File: src/hw/rtl/bsdf_pkg.sv
// Shared types, constants and fixed-point helpers of the bone SDF smooth union block.
package bsdf_pkg;

    localparam int FRAC_BITS = 16;
    localparam int CFG_W     = 31;
    localparam int CFG_IDX_W = 3;

    // Register indexes of the configuration port
    localparam logic [CFG_IDX_W-1:0] REG_ADAPTIVE_SCALE = 3'd0;
    localparam logic [CFG_IDX_W-1:0] REG_FALLOFF_MULT   = 3'd1;
    localparam logic [CFG_IDX_W-1:0] REG_BLEND_K        = 3'd2;
    localparam logic [CFG_IDX_W-1:0] REG_SDF_SCALE      = 3'd3;
    localparam logic [CFG_IDX_W-1:0] REG_ARCHETYPE      = 3'd4;

    // Archetype codes
    localparam logic [1:0] ARCH_CAPSULE     = 2'd0;
    localparam logic [1:0] ARCH_CYLINDER    = 2'd1;
    localparam logic [1:0] ARCH_METABALL    = 2'd2;
    localparam logic [1:0] ARCH_CAPSULE_ALT = 2'd3;

    localparam logic [16:0] ONE_Q   = 17'(1 << FRAC_BITS);
    localparam logic [15:0] HALF_Q  = 16'(1 << (FRAC_BITS - 1));
    localparam logic [31:0] CYL_EPS = 32'(((1 << FRAC_BITS) + 500) / 1000);
    localparam logic signed [31:0] RUN_INIT = 32'(999 << FRAC_BITS);
    localparam logic signed [31:0] SAT_HI   = 32'sh7FFFFFFF;
    localparam logic signed [31:0] SAT_LO   = 32'sh80000000;
    localparam logic signed [39:0] SAT_HI40 = 40'sh007FFFFFFF;
    localparam logic signed [39:0] SAT_LO40 = 40'shFF80000000;

    localparam logic [CFG_W-1:0] ASCALE_RST  = 31'd65536;
    localparam logic [CFG_W-1:0] FALLOFF_RST = 31'd65536;
    localparam logic [CFG_W-1:0] BLEND_K_RST = 31'd19661;
    localparam logic [CFG_W-1:0] SDF_SCALE_RST = 31'd65536;

    typedef struct packed {
        logic signed [31:0] voxel_x;
        logic signed [31:0] voxel_y;
        logic signed [31:0] voxel_z;
        logic signed [31:0] bone_pos_x;
        logic signed [31:0] bone_pos_y;
        logic signed [31:0] bone_pos_z;
        logic signed [31:0] bone_len_x;
        logic signed [31:0] bone_len_y;
        logic signed [31:0] bone_len_z;
        logic               last_bone;
    } in_item_t;

    typedef struct packed {
        logic signed [31:0] density;
        logic               inside_res;
    } out_item_t;

    typedef struct packed {
        logic [CFG_W-1:0] adaptive_scale;
        logic [CFG_W-1:0] falloff_multiplier;
        logic [CFG_W-1:0] blend_k;
        logic [CFG_W-1:0] sdf_scale;
        logic [1:0]       archetype;
    } cfg_t;

    // One classified bone, handed from front to back
    typedef struct packed {
        logic signed [33:0] d0;
        logic signed [33:0] d1;
        logic signed [33:0] d2;
        logic signed [31:0] r0;
        logic               meta;
        logic               zcyl;
        logic               last;
    } work_t;

    function automatic logic signed [31:0] sat32(input logic signed [39:0] x);
        logic signed [31:0] r;
        if (x > SAT_HI40)
            r = SAT_HI;
        else if (x < SAT_LO40)
            r = SAT_LO;
        else
            r = x[31:0];
        return r;
    endfunction

    // Scale a magnitude product back to Q format, restore sign, saturate
    function automatic logic signed [31:0] qscale(input logic [65:0] prod, input logic neg);
        logic [65-FRAC_BITS:0] p;
        logic signed [31:0]    r;
        p = prod[65:FRAC_BITS];
        if (neg) begin
            if (p > (66'd1 << 31))
                r = SAT_LO;
            else
                r = 32'(0 - p[31:0]);
        end
        else begin
            if (p > ((66'd1 << 31) - 66'd1))
                r = SAT_HI;
            else
                r = $signed(p[31:0]);
        end
        return r;
    endfunction

endpackage

File: src/hw/rtl/bsdf_front.sv
// Front end: turns one input item into a classified bone work entry.
module bsdf_front
(
    input  bsdf_pkg::in_item_t item,
    input  logic [1:0]         archetype,
    output bsdf_pkg::work_t    work
);

    logic signed [32:0] dx, dy, dz, t;
    logic [31:0]        mx, my, mz, mlen;
    logic [1:0]         ax;
    logic signed [31:0] len, lhalf, lo, hi, c;
    logic [30:0]        half;
    logic signed [33:0] tm, tc, adj, sum, rq;
    logic               meta;

    assign dx = 33'(item.voxel_x) - 33'(item.bone_pos_x);
    assign dy = 33'(item.voxel_y) - 33'(item.bone_pos_y);
    assign dz = 33'(item.voxel_z) - 33'(item.bone_pos_z);

    assign mx = item.bone_len_x[31] ? 32'(-33'(item.bone_len_x)) : 32'(item.bone_len_x);
    assign my = item.bone_len_y[31] ? 32'(-33'(item.bone_len_y)) : 32'(item.bone_len_y);
    assign mz = item.bone_len_z[31] ? 32'(-33'(item.bone_len_z)) : 32'(item.bone_len_z);

    assign meta = (archetype == bsdf_pkg::ARCH_METABALL);

    always_comb
    begin
        // dominant axis, ties go Y, then X, then Z
        if (my >= mx && my >= mz)
            ax = 2'd1;
        else if (mx >= mz)
            ax = 2'd0;
        else
            ax = 2'd2;

        case (ax)
            2'd0:
            begin
                len = item.bone_len_x; mlen = mx; t = dx;
            end
            2'd1:
            begin
                len = item.bone_len_y; mlen = my; t = dy;
            end
            default:
            begin
                len = item.bone_len_z; mlen = mz; t = dz;
            end
        endcase

        half  = mlen[31:1];
        lhalf = len[31] ? -$signed({1'b0, half}) : $signed({1'b0, half});
        tm    = 34'(t) - 34'(lhalf);

        lo = len[31] ? len : 32'sd0;
        hi = len[31] ? 32'sd0 : len;
        if (t < 33'(lo))
            c = lo;
        else if (t > 33'(hi))
            c = hi;
        else
            c = t[31:0];
        tc  = 34'(t) - 34'(c);
        adj = meta ? tm : tc;

        // radius seed: sum / 4 truncated toward zero
        sum = 34'(item.bone_len_x) + 34'(item.bone_len_y) + 34'(item.bone_len_z);
        rq  = sum[33] ? ((sum + 34'sd3) >>> 2) : (sum >>> 2);

        work.d0   = (ax == 2'd0) ? adj : 34'(dx);
        work.d1   = (ax == 2'd1) ? adj : 34'(dy);
        work.d2   = (ax == 2'd2) ? adj : 34'(dz);
        work.r0   = rq[31:0];
        work.meta = meta;
        work.zcyl = (archetype == bsdf_pkg::ARCH_CYLINDER) && (mlen < bsdf_pkg::CYL_EPS);
        work.last = item.last_bone;
    end

endmodule

File: config.mk
export PLATFORM = sky130hd
export DESIGN_NAME = bsdf_front
export DESIGN_NICKNAME = d
export VERILOG_FILES = /design/src/hw/rtl/bsdf_pkg.sv /design/src/hw/rtl/bsdf_front.sv
export SDC_FILE = /design/constraint.sdc
export NUM_CORES = 1
export LEC_CHECK = 0
export ABC_AREA = 1
export BUFFER_PORTS_ARGS = -buffer_cell sky130_fd_sc_hd__buf_4
export CORE_ASPECT_RATIO = 0.7
export CORE_UTILIZATION = 35
export DETAILED_ROUTE_END_ITERATION = 10
export PLACE_DENSITY = 0.64
export SETUP_SLACK_MARGIN = 0.02
export SYNTH_ARGS = -nofsm -noshare
export SYNTH_HDL_FRONTEND = slang
export SYNTH_SLANG_ARGS = --single-unit
File: constraint.sdc
create_clock -name vclk -period 16.9
set_clock_uncertainty 0.05 [all_clocks]
set_input_delay 2.535 -clock vclk [all_inputs]
set_output_delay 2.535 -clock vclk [all_outputs]
set_load 0.005 [all_outputs]
# ---- Word level (Yosys, flattened, before mapping)
# Index checks and enable logic that the tools add are counted.
dict set report classes {
  reduce_logical 3
  n_mux 18
  eq_ne 4
  n_addsub 12
  n_lt_le_gt_ge 6
}
# cell count
set ops {}
lappend ops {{two-way mux 32 bit} 8}
lappend ops {{two-way mux 34 bit} 4}
lappend ops {{case mux 32 bit (2 select lines)} 2}
lappend ops {{subtractor 32 x 32 -> 33 bit} 3}
lappend ops {{>= comparator 32 bit} 3}
lappend ops {{negation 32 bit} 3}
lappend ops {{subtractor 33 x 32 -> 34 bit} 2}
lappend ops {{case mux 33 bit (2 select lines)} 1}
lappend ops {{adder 33 x 32 -> 34 bit} 1}
lappend ops {{adder 34 x 3 -> 34 bit, second input constant} 1}
lappend ops {{adder 32 x 32 -> 33 bit} 1}
lappend ops {{greater-than comparator 33 x 32 -> 1 bit} 1}
lappend ops {{less-than comparator 33 x 32 -> 1 bit} 1}
lappend ops {{less-than comparator 32 x 7 -> 1 bit, second input constant} 1}
lappend ops {{negation 31 -> 32 bit} 1}
lappend ops {{two-way mux 31 bit} 1}
lappend ops {{equality test 2 x 1 -> 1 bit, second input constant} 2}
lappend ops {{equality test 2 bit, second input constant} 2}
lappend ops {{two-way mux 2 bit} 2}
lappend ops {{logical AND 1 bit} 2}
lappend ops {{zero test 2 bit} 1}
dict set report word_totals {
  input_bits 291
  regBits 0
  word_cells 43
}

# ---- Logic depth before layout (Yosys ltp)
dict set report depth {
  ltp_word 14
  depth_mapped 76
  ltp_nobuf 73
}

# ---- Worst setup path before layout
# Ideal clock, no wire load.
dict set report synth_timing {
  kind {input to output}
  startpoint {input item[65] (netlist bit)}
  endpoint {output work[134] (netlist bit)}
  n_path_buf 3
  slack_ns 3.691
  required_ns 14.315
  path_stages 63
  arrival_ns 10.624
  cell_sequence {inv_1 > ha_1 > nand2_1 > nor2_2 > nand2_1 > or3_1 > nand3b_1 > nand2_1 > o21ai_0 > xor2_1 > inv_1 > ha_1 > nand4_1 > inv_1 > nand2_1 > nor3b_1 > nand3_1 > nor2_1 > [... 27 more ...] > o21ai_1 > o21ai_1 > ha_1 > a21oi_1 > nand2_1 > a21oi_1 > o21bai_1 > a21boi_0 > o21bai_1 > a21boi_0 > o21ai_0 > a21oi_1 > o21bai_1 > a21oi_1 > o21ai_0 > xor2_1 > nand2_1 > o21ai_0}
}
# element line
set synth_lines {}
lappend synth_lines {{start: declaration} bsdf_front.sv:4} ;# input bsdf_pkg::in_item_t item,
lappend synth_lines {{end: declaration} bsdf_front.sv:6} ;# output bsdf_pkg::work_t work

==> reports/metrics.yaml <==
timing:
  worstMarginPinSlew_ps: 919
  setup_tns_ps: 0
  rsz0062_at_grt: "false"
  timing.final.crit_share_pct: 94.4
  slew_headroom_pct: 38.1
  fmax_ghz: 0.0627
  drv_slew: 0
  setup_viol_count_final: 0
  hold_viol: 0
  finalCriticalPeriod_ps: 15960
  hold_ws_ps: 5020
yosys:
  synthSimpleGateAreaFrac_pct: 34.3
  yosysTopAreaCellShare_pct: 18.8
  yosysUniqueCellTypes: 64
  synthXorXnorAreaFrac_pct: 10.6
  postSynthAreaPerCell_um2: 5.84
  ys_seq_area_share_pct: 0
  netlist_area_um2: 21200
  synth_area_leaders: "ha_1 19%, nand2_1 15%, inv_1 9.1%"
  synth_compound_area_share_pct: 19.8
  synth_top_family_by_area: "simple AND/OR/NAND/NOR gates"
  synthesis.nets: 4286
  synthAdderAreaFrac_pct: 22.3
  synthMuxAreaShare_pct: 0.754
  synth_top_area_cell: "ha_1"
  synthCells: 3639
  ys_warn_count: 0
min_path:
  min_path_cells: 0
  holdCritPathClass: "in -> out"
cells_and_area:
  area_growth_pct: 18.9
  seq_cells: 0
  fin_util_pct: 42.1
  regArea_um2: 0
  most-common-layout-cells: "857 x nand2_1, 516 x inv_1, 459 x buf_4"
  clockBufferCount: 0
  layout-drive-gt1-share_pct: 15.5
  final_common_cell: "nand2_1"
  nets: 4659
  n_antenna_cell: 0
setup_path:
  cp-end-kind: "output pin"
  cp.depth: 62
  path_buf_inv: 11
  slowest_delay_ps: 490
  cpLargestDelayFamily: "compound AO/OA/AOI/OAI gates"
  worst_setup_path_start_kind: "primary input"
  critPathArrivalTime_ps: 13370
  crit_top_cell: "nand2_1"
  crit_slowest_cell: "a2111oi_1"
  crit_fanout: 38
  path_class: "in -> out"
  required_ps: 14320
detailed_routing:
  dr_total_vias: 25512
  drt-vias-per-instance: 5.30
  drc_errors: 0
  wl_um: 89600
  antenna_left: 0
  drt-initial-drc-count: 2596
  drtPass1Iterations: 6
  wire_per_inst_um: 18.6
clock_network:
  cts_setup_buffers: 0
  cts_resized: 0
  ctsHoldBuffers: 0
pwr:
  ir_worst_vdd_v: 0.000104
  totalPowerFinal_mw: 3.80
  power_frac_comb_pct: 100.0
  p_sw_share_pct: 61.9
  seq_power_share_pct: 0
  clockPowerShare_pct: 0
  power_density_nw_per_um2: 150
  p_leak_nw: 13.2
  p_int_mw: 1.45
  power_switching_mw: 2.36
grt:
  antenna_found_initial: 1
  grt_max_degree: 95
  grt_pass1_vias: 23041
  grt_remaining_overflow: 0
  grt_use_total_pct: 27.9
  grt_pass1_wl_um: 135000
floorplan:
  dieArea_um2: 61700
  die_x_um: 296
  die_y_um: 208
  rows: 75
  io_pins: 428
  initial_utilization_pct: 35.4
  core_um2: 60000
placed_design:
  port_buffers: 426
  hpwlAfterDp_um: 77900
  gp_congestion: 0.984
outcome:
  status: "finished, final reports clean"
run:
  maxCapViolations: 0
==> cell usage after synthesis (34+ instances only) <==
cell type	n
nand3_1	198
inv_1	516
a21oi_1	268
xor2_1	185
xnor2_1	71
nand2_1	857
clkbuf_1	34
nand4_1	43
nor3_1	54
ha_1	319
nor2_1	330
fa_1	37
o21ai_0	215
==> power groups by stage <==
stage	Sequential, mW	Combinational, mW	Clock, mW
floorplan	0	2.36	0
global placement	0	3.72	0
detailed placement	0	3.72	0
CTS	0	3.74	0
global route	0	4.19	0
finish	0	3.80	0
==> area by class of cell <==
type,count,area [µm²]
fillers,6655,34700
inverters,543,2040
multi-input cells,3001,18700
well taps,808,1010
repair buffers,466,3570
==> stage by stage <==
stage | std cells | worst slack [ps] | instance area [µm²]
floorplan | 3639 | 3690 | 21200
global placement | 4818 | 949 | 25200
detailed placement | 4818 | 747 | 25200
CTS | 4818 | 680 | 25200
global route | 4818 | 36.1 | 25300
finish | 4818 | 940 | 25300
==> per-layer routing <==
metal	global-route usage [%]	part of all wire, %
met3	2.67	8.2
met5	0	0
met1	42.3	48
met2	42.8	42
met4	4.12	1.8
==> cells by family after synthesis <==
logic type	after synthesis
AND/OR/NAND/NOR	1649
AO/OA/AOI/OAI	724
buffers and inverters	638
adder cells (fa/ha/maj)	356
XOR/XNOR	256
multiplexers	16
==> path summary, 6_finish.rpt <==
kind                    to  startpoint
setup / recovery  work[66]    item[65]
hold / removal     work[0]     item[0]
Note: power is estimated with default switching activity, not from simulation.
