<file path="src/hw/rtl/bsdf_pkg.sv">
// Shared types, constants and fixed-point helpers of the bone SDF smooth union block.
package bsdf_pkg;

    localparam int FRAC_BITS = 16;
    localparam int CFG_W     = 31;
    localparam int CFG_IDX_W = 3;

    // Register indexes of the configuration port
    localparam logic [CFG_IDX_W-1:0] REG_ADAPTIVE_SCALE = 3'd0;
    localparam logic [CFG_IDX_W-1:0] REG_FALLOFF_MULT   = 3'd1;
    localparam logic [CFG_IDX_W-1:0] REG_BLEND_K        = 3'd2;
    localparam logic [CFG_IDX_W-1:0] REG_SDF_SCALE      = 3'd3;
    localparam logic [CFG_IDX_W-1:0] REG_ARCHETYPE      = 3'd4;

    // Archetype codes
    localparam logic [1:0] ARCH_CAPSULE     = 2'd0;
    localparam logic [1:0] ARCH_CYLINDER    = 2'd1;
    localparam logic [1:0] ARCH_METABALL    = 2'd2;
    localparam logic [1:0] ARCH_CAPSULE_ALT = 2'd3;

    localparam logic [16:0] ONE_Q   = 17'(1 << FRAC_BITS);
    localparam logic [15:0] HALF_Q  = 16'(1 << (FRAC_BITS - 1));
    localparam logic [31:0] CYL_EPS = 32'(((1 << FRAC_BITS) + 500) / 1000);
    localparam logic signed [31:0] RUN_INIT = 32'(999 << FRAC_BITS);
    localparam logic signed [31:0] SAT_HI   = 32'sh7FFFFFFF;
    localparam logic signed [31:0] SAT_LO   = 32'sh80000000;
    localparam logic signed [39:0] SAT_HI40 = 40'sh007FFFFFFF;
    localparam logic signed [39:0] SAT_LO40 = 40'shFF80000000;

    localparam logic [CFG_W-1:0] ASCALE_RST  = 31'd65536;
    localparam logic [CFG_W-1:0] FALLOFF_RST = 31'd65536;
    localparam logic [CFG_W-1:0] BLEND_K_RST = 31'd19661;
    localparam logic [CFG_W-1:0] SDF_SCALE_RST = 31'd65536;

    typedef struct packed {
        logic signed [31:0] voxel_x;
        logic signed [31:0] voxel_y;
        logic signed [31:0] voxel_z;
        logic signed [31:0] bone_pos_x;
        logic signed [31:0] bone_pos_y;
        logic signed [31:0] bone_pos_z;
        logic signed [31:0] bone_len_x;
        logic signed [31:0] bone_len_y;
        logic signed [31:0] bone_len_z;
        logic               last_bone;
    } in_item_t;

    typedef struct packed {
        logic signed [31:0] density;
        logic               inside_res;
    } out_item_t;

    typedef struct packed {
        logic [CFG_W-1:0] adaptive_scale;
        logic [CFG_W-1:0] falloff_multiplier;
        logic [CFG_W-1:0] blend_k;
        logic [CFG_W-1:0] sdf_scale;
        logic [1:0]       archetype;
    } cfg_t;

    // One classified bone, handed from front to back
    typedef struct packed {
        logic signed [33:0] d0;
        logic signed [33:0] d1;
        logic signed [33:0] d2;
        logic signed [31:0] r0;
        logic               meta;
        logic               zcyl;
        logic               last;
    } work_t;

    function automatic logic signed [31:0] sat32(input logic signed [39:0] x);
        logic signed [31:0] r;
        if (x > SAT_HI40)
            r = SAT_HI;
        else if (x < SAT_LO40)
            r = SAT_LO;
        else
            r = x[31:0];
        return r;
    endfunction

    // Scale a magnitude product back to Q format, restore sign, saturate
    function automatic logic signed [31:0] qscale(input logic [65:0] prod, input logic neg);
        logic [65-FRAC_BITS:0] p;
        logic signed [31:0]    r;
        p = prod[65:FRAC_BITS];
        if (neg) begin
            if (p > (66'd1 << 31))
                r = SAT_LO;
            else
                r = 32'(0 - p[31:0]);
        end
        else begin
            if (p > ((66'd1 << 31) - 66'd1))
                r = SAT_HI;
            else
                r = $signed(p[31:0]);
        end
        return r;
    endfunction

endpackage

</file>
<file path="src/hw/rtl/bsdf_queue.sv">
// Two-entry queue of work entries between front and back.
module bsdf_queue
(
    input  logic            clk,
    input  logic            rst_n,
    input  logic            push,
    input  bsdf_pkg::work_t push_data,
    output logic            full,
    input  logic            pop,
    output logic            avail,
    output bsdf_pkg::work_t pop_data
);

    bsdf_pkg::work_t mem [2];
    logic       wr_ptr_reg, wr_ptr_next;
    logic       rd_ptr_reg, rd_ptr_next;
    logic [1:0] count_reg, count_next;

    assign full     = (count_reg == 2'd2);
    assign avail    = (count_reg != 2'd0);
    assign pop_data = mem[rd_ptr_reg];

    always_comb
    begin
        wr_ptr_next = push ? ~wr_ptr_reg : wr_ptr_reg;
        rd_ptr_next = pop ? ~rd_ptr_reg : rd_ptr_reg;
        count_next  = count_reg + 2'(push) - 2'(pop);
    end

    always_ff @(posedge clk)
    begin
        if (push)
            mem[wr_ptr_reg] <= push_data;
    end

    always_ff @(posedge clk or negedge rst_n)
    begin
        if (!rst_n)
        begin
            wr_ptr_reg <= 1'b0;
            rd_ptr_reg <= 1'b0;
            count_reg  <= 2'd0;
        end
        else
        begin
            wr_ptr_reg <= wr_ptr_next;
            rd_ptr_reg <= rd_ptr_next;
            count_reg  <= count_next;
        end
    end

endmodule

</file>
<file path="config.mk">
export PLATFORM = sky130hd
export DESIGN_NAME = bsdf_queue
export DESIGN_NICKNAME = d
export VERILOG_FILES = /design/src/hw/rtl/bsdf_pkg.sv /design/src/hw/rtl/bsdf_queue.sv
export SDC_FILE = /design/constraint.sdc
export NUM_CORES = 1
export LEC_CHECK = 0
export BUFFER_PORTS_ARGS = -buffer_cell sky130_fd_sc_hd__buf_2
export CAP_MARGIN = 30
export CORE_MARGIN = 5
export CORE_UTILIZATION = 50
export DETAILED_ROUTE_END_ITERATION = 10
export GPL_ROUTABILITY_DRIVEN = 0
export PLACE_DENSITY = 0.81
export SLEW_MARGIN = 20
export SYNTH_ARGS = -nofsm -noshare
export SYNTH_HDL_FRONTEND = slang
export SYNTH_SLANG_ARGS = --single-unit
</file>
<file path="constraint.sdc">
create_clock -name clk -period 8.08 [get_ports clk]
set_input_delay 0 -clock clk [delete_from_list [all_inputs] [get_ports clk]]
set_output_delay 0 -clock clk [all_outputs]
set_load 0.01 [all_outputs]
</file>
# After elaboration in Yosys (flattened, before gate mapping)
# Memory sizes are Yosys's and may differ from the RTL's.
# Index checks and enable logic that the tools add are counted.
# totals
ram_bits	274
wordCells	12
register_bits	4
out_inout_bits	139
mem_count	1
# classes
n_addsub	2
n_bitwise	2
reduce_logical	1
mux	2
eq_ne	1
# memory_table
name	depth	width	rd	rd_clocked_by_memory_dff	wr	line	rtl
mem	2	137	1	0	1	bsdf_queue.sv:14	bsdf_pkg::work_t mem [2];
# ops
op	n
adder 2 x 1 -> 2 bit	1
== test 2 bit (second input constant)	1
2-to-1 mux 1 bit	2
NOT 1 bit	2
nonzero test 2 bit	1
subtractor 2 x 1 -> 2 bit	1

# Logic depth before layout (Yosys ltp)
# Gate-level depths: netlist (run 1).
# depth
word_depth	2
depth_mapped	5
mapped_depth_nobuf	5

# Worst setup path before layout (run 1)
# Ideal clock, no wire load.
# synth_path
kind	register to register
start	register wr_ptr_reg
end	memory mem[0][0] (netlist bit) (enable)
setup_time_ps	651
t_required_ps	7429
stages_incl_launch_ff	2
arrival_time_ps	6454
period_less_slack_ps	7105
setup_slack_ps	975
cell_sequence	dfrtp_1 -> nor2b_1
# synth_rtl
item	line	rtl
start, declared	bsdf_queue.sv:15	logic wr_ptr_reg, wr_ptr_next;
start signal, assigned	bsdf_queue.sv:46	wr_ptr_reg <= wr_ptr_next;
end, declared	bsdf_queue.sv:14	
# Straight into the memory's write port.

==> impl_metrics.csv, run 1 <==
group,metric,value,unit
floorplan,io_pins,280,
synthesis,synth-edff-count,274,
synthesis,syn_nets,584,
synthesis,synth-seq-cells,278,
cts,cts_resized,0,
grt,grt_use_total,0.1916,
drt,wl_per_cell,19.79,um
synthesis,ys_top_cells_by_area,"edfxtp_1, mux2_2, buf_6",
cts,cts_sinks,278,
drt,wl,23.29,mm
layout,area.sequential,0.008332,mm^2
synthesis,ys.flop_type,"edfxtp_1",
synthesis,synth_mux_area_frac,0.1523,
synthesis,synth_top_family_by_area,"multiplexers",
floorplan,initial_core_util,0.5040,
critical_path,cp_cell_sequence,"buf_4 > mux2_2 > buf_2",
hold_path,min_delay_path_depth,2,
timing,fin_skew,0.01256,ns
cts,cts_buffers,28,
synthesis,syn_inst,441,
critical_path,cp-start-kind,"register",
pwr,max-vdd-ir-drop,0.2442,mV
grt,grt_max_degree,76,
timing,maxSlewViolCount,0,
drt,antenna_left,0,
synthesis,synth-xor-area-share,0.004075,
synthesis,ys_top_cells_by_count,"edfxtp_1, mux2_2, buf_6",
cts,max-clock-path-buffers,3,
timing,rsz0062_at_grt,"false",
floorplan,num_rows,52,
floorplan,dieArea,0.02321,mm^2
hold_path,hold_path.class,"input port to register",
grt,grt_pass1_wl,35.40,mm
layout,fill_cells,1170,
timing,worst_pin_slew,0.9719,ns
synthesis,synth_most_common_cell,"edfxtp_1",
drt,drt-pass1-iter-count,5,
timing,tns,0,ns
synthesis,synth_compound_area_frac,0,
timing,finalSetupViolCount,0,
synthesis,ys_async_sr_fraction,0.01439,
critical_path,reg2regPathDepth,4,
placed_design,dp_hpwl,13.45,mm
timing,max_freq,328.1,MHz
critical_path,worstPathArrival,3.05,ns
timing,post-route-period-util,0.3773,
critical_path,cp_slowest_cell,"dfrtp_4",
layout,multi_input_area,0.001644,mm^2
grt,grt_pass1_vias,6512,
cts,cts_root_buffer,"clkbuf_16",
cts,cts_tree,"done",
layout,largest_reg_flops,274,
synthesis,yosysTopAreaCell,"edfxtp_1",
pwr,p_total,4.506,mW
cts,cts_htree_levels,1,
placed_design,numPortBuffers,279,
synthesis,synthSimpleGateAreaFrac,0.002470,
pwr,powerDensity,320.1,mW/mm^2
drt,routed_via_density,4.972,
grt,grt_antenna_before_repair,3,
layout,fin_nets,1025,
drt,drc,0,
synthesis,yosys_warnings,0,
synthesis,syn_avg_cell_area,22.98,um^2
synthesis,synth_top_cell_area_share,0.8121,
critical_path,cp.required,8.08,ns
timing,min_period,3.048,ns
timing,max_slew_margin,0.3521,
synthesis,yosysSeqAreaShare,0.8219,
cts,path_clk_slew,0.06,ns
critical_path,crit_fanout,74,
floorplan,die_w,152.4,um
layout,syn2layout_area_growth,38.91,%
drt,vias,5852,
critical_path,path_class,"register to output pin",
critical_path,rrSetupSlack,5.73,ns
critical_path,worstSetupEndpointType,"output pin",
cts,clk_latency,0.53,ns
outcome,outcome,"complete, no violations",
floorplan,die_h,152.4,um
synthesis,netlist_area,0.01013,mm^2
layout,layout-drive-gt1-share,0.5111,
run,drv_cap,0,
floorplan,core-area,0.02010,mm^2
drt,drt_iter0_markers,288,
critical_path,critPathMaxStageDelay,1.00,ns
pwr,p_leak,5.358,nW
synthesis,synth_cell_types,12,
timing,hold_violations,0,
synthesis,synth-adder-area-share,0.002470,
grt,grt_overflow,0,
-- power breakdown --
group	internal [mW]	leakage, nW	total, mW	switching, mW
sequential	1.91	2.62	2.05	0.133
clock	0.673	0.407	1.19	0.513
combinational	0.615	2.33	1.27	0.657
-- path summary, 6_finish.rpt --
check,from,endpoint
setup / recovery,rd_ptr_reg,pop_data[49]
hold / removal,push_data[75],mem[1][75]
setup reg to reg,wr_ptr_reg,mem[0][15]
hold reg to reg,wr_ptr_reg,wr_ptr_reg
max in group asynchronous,rst_n,rd_ptr_reg
min in group asynchronous,rst_n,count_reg[0]
-- repair_timing --
| item | in CTS | in global routing |
|---|---|---|
| hold endpoints to repair | 282 | 0 |
| hold buffers | 141 | 0 |
| buffers inserted | 0 | 0 |
| setup endpoints to repair | 0 | 0 |
-- cell type report --
cell class | count | share of cell area
Clock buffer | 36 | 0.05192
Inverter | 2 | 0.0005334
Antenna cell | 3 | 0.0005334
Tap cell | 270 | 0.02400
Clock inverter | 16 | 0.008712
Multi-Input combinational cell | 146 | 0.1168
Timing Repair Buffer | 426 | 0.2055
Sequential cell | 278 | 0.5920
-- worst max-delay path: cells and delay by family (launching register included) --
family / cells / cell delay (ns)
buf+inv: 2 / 0.98
mux: 1 / 0.43
flops: 1 / 1.00
-- logic make-up (layout without fill, tap and decap cells) --
family	after synthesis	count (layout)
DFF	278	278
muxes	137	137
buffers and inverters	17	480
and+or+nand+nor	4	4
xor gates and xnor gates	3	3
adders and majority gates	2	2
other	0	3
-- through the flow --
stage	setup WS, ns	utilization	cells	hold WS [ns]	area (um^2)
final	5.032	0.7001	1177	0.1929	14070
after global routing	4.885	0.7001	1177	0.1856	14070
after CTS	5.013	0.6970	1172	0.1716	14010
after detailed placement	5.533	0.5843	979	-0.1896	11750
after global placement	5.604	0.5843	979	-0.1949	11750
after floorplan	0.9750	-	441	-0.2956	10130
-- per-layer routing --
layer	vias up	global-route usage	wire length, um
met5	-	0	0
met4	0	0.06207	765
met3	58	0.05055	1601
met2	253	0.3599	12740
met1	2892	0.2105	8187
li1	2649	-	-
-- cells in the final DEF, fill, tap and decap left out, drive strengths merged --
cell type / synthesis / routed
buf: 15 / 285
edfxtp: 274 / 274
dlygate4sd3: 0 / 141
mux2: 137 / 137
clkbuf: 0 / 36
clkinv: 0 / 13
dfrtp: 4 / 4
diode: 0 / 3
inv: 2 / 2
xor2: 2 / 2
ha: 2 / 2
clkinvlp: 0 / 2
nor2b: 2 / 2
xor3: 1 / 1
or2: 1 / 1
and2: 1 / 1
bufinv: 0 / 1
(Power assumes the default switching activity.)
==> run 2, diff against run 1 <==
clock period = 3 ns   (was 8.08 ns; I/O delays follow)
==> run 2 against run 1 <==
  * Clock power rose to 2.6 times the previous value
  * Hold slack gained 0.012 ns
  * Clock skew increased by 0.0071 ns
  * Routed wire length decreased by 0.23%
  * Flip-flop and latch count is the same
  * Worst setup slack lost 4.3 ns
  * Sequential share of layout area increased by 0.20 points
  * Largest power group unchanged
==> impl_metrics.csv, run 2 (synthesized netlist as in run 1, its figures left out) <==
group,metric,value,unit
floorplan,num_rows,52,
grt,grt_max_degree,71,
layout,final_cell_mix,"buf_2, edfxtp_1, dlygate4sd3_1, mux2_2, clkbuf_16",
hold_path,hold_path.class,"input port to register",
grt,grt_overflow,0,
critical_path,rr_startpoint,"wr_ptr_reg",
timing,max_freq,435.8,MHz
layout,layout-drive-gt1-share,0.5111,
grt,grt_use_total,0.1933,
outcome,outcome,"complete, no violations",
timing,max_slew_margin,0.6636,
placed_design,numPortBuffers,279,
drt,routed_via_density,4.980,
cts,cts_root_buffer,"clkbuf_16",
drt,vias,5842,
run,drv_cap,0,
critical_path,worstSetupEndpointType,"output pin",
cts,path_clk_slew,0.06,ns
cts,cts_htree_levels,1,
critical_path,critPathTopFamily,"flip-flops",
cts,post-cts-setup-buffers,0,
critical_path,cp.required,3.00,ns
drt,drt-pass1-iter-count,4,
cts,cts_buffers,27,
timing,rsz0062_at_grt,"false",
floorplan,core-area,0.02010,mm^2
timing,post-route-period-util,0.7648,
pwr,p_leak,5.339,nW
critical_path,cp.buffers_inverters,2,
floorplan,die_h,152.4,um
critical_path,path_class,"register to output pin",
cts,cts_hold_buf,141,
drt,antenna_left,0,
drt,drc,0,
pwr,max-vdd-ir-drop,0.6236,mV
cts,cts_sinks,278,
layout,fin_nets,1026,
cts,cts_tree,"done",
grt,grt_antenna_before_repair,3,
timing,hold_violations,0,
pwr,powerDensity,857.0,mW/mm^2
timing,maxSlewViolCount,0,
timing,min_period,2.295,ns
cts,clk_latency,0.52,ns
placed_design,dp_hpwl,13.57,mm
floorplan,dieArea,0.02321,mm^2
critical_path,worstPathArrival,2.29,ns
layout,largest_reg_flops,274,
critical_path,critPathMaxStageDelay,0.73,ns
critical_path,crit_start,"rd_ptr_reg",
timing,worst_pin_slew,0.5046,ns
floorplan,initial_core_util,0.5040,
critical_path,crit_fanout,68,
drt,wl,23.24,mm
placed_design,placed_area,0.01183,mm^2
timing,fin_skew,0.01969,ns
grt,grt_pass1_wl,36.07,mm
floorplan,io_pins,280,
floorplan,die_w,152.4,um
cts,cts_resized,0,
cts,max-clock-path-buffers,3,
critical_path,cp-start-kind,"register",
critical_path,cp_cell_sequence,"buf_12 > mux2_2 > buf_2",
timing,tns,0,ns
layout,layout_commonest_cell,"buf_2",
drt,wl_per_cell,19.81,um
layout,syn2layout_area_growth,38.44,%
grt,grt_pass1_vias,6571,
drt,drt_iter0_markers,325,
hold_path,min_from,"push_data[130]",
critical_path,cp_slowest_cell,"dfrtp_4",
layout,final_cell_area,0.01403,mm^2
timing,finalSetupViolCount,0,
## run 2: worst paths after layout
check	to	slack [ns]	cells after the start
worst max-delay path	pop_data[36]	0.71	3
worst min-delay path	mem[0][130]	0.21	2
worst max register to register	mem[1][41]	1.29	2
worst min register to register	wr_ptr_reg	0.55	1
max in group asynchronous	rd_ptr_reg	2.37	3
min in group asynchronous	count_reg[0]	0.41	3
## run 2: stage by stage
step | utilization | power [mW] | cells | setup WS, ns | hold WS [ns]
floorplan | - | 7.652 | 441 | 0.1201 | -0.2956
global placement | 0.5883 | 8.711 | 983 | 1.297 | -0.1825
detailed placement | 0.5883 | 8.843 | 983 | 1.263 | -0.1799
CTS | 0.6973 | 12.03 | 1170 | 0.7053 | 0.1711
global route | 0.6977 | 12.54 | 1173 | 0.6408 | 0.2016
finish | 0.6977 | 12.02 | 1173 | 0.7055 | 0.2051
## run 2: metal layers
metal | part of all wire | GRT usage
met4 | 0.031 | 0.05993
met1 | 0.36 | 0.2247
met5 | 0 | 0
met2 | 0.54 | 0.3546
met3 | 0.066 | 0.04658
## run 2: final cells by class
cell class	count	area, um^2
flip-flops and latches	278	8332
multi-input cells	146	1644
clock inverters	7	60.06
repair buffers	428	2918
clock buffers	39	720.7
well taps	270	337.8
diodes	3	7.507
inverters	2	7.507
fillers	1192	6077
## run 2: report_power, final
| group | switching [mW] | internal, mW | total [mW] |
|---|---|---|---|
| registers | 0.283 | 5.15 | 5.44 |
| clock network | 1.31 | 1.74 | 3.05 |
| logic | 1.85 | 1.68 | 3.53 |
| total | 3.45 | 8.57 | 12.0 |
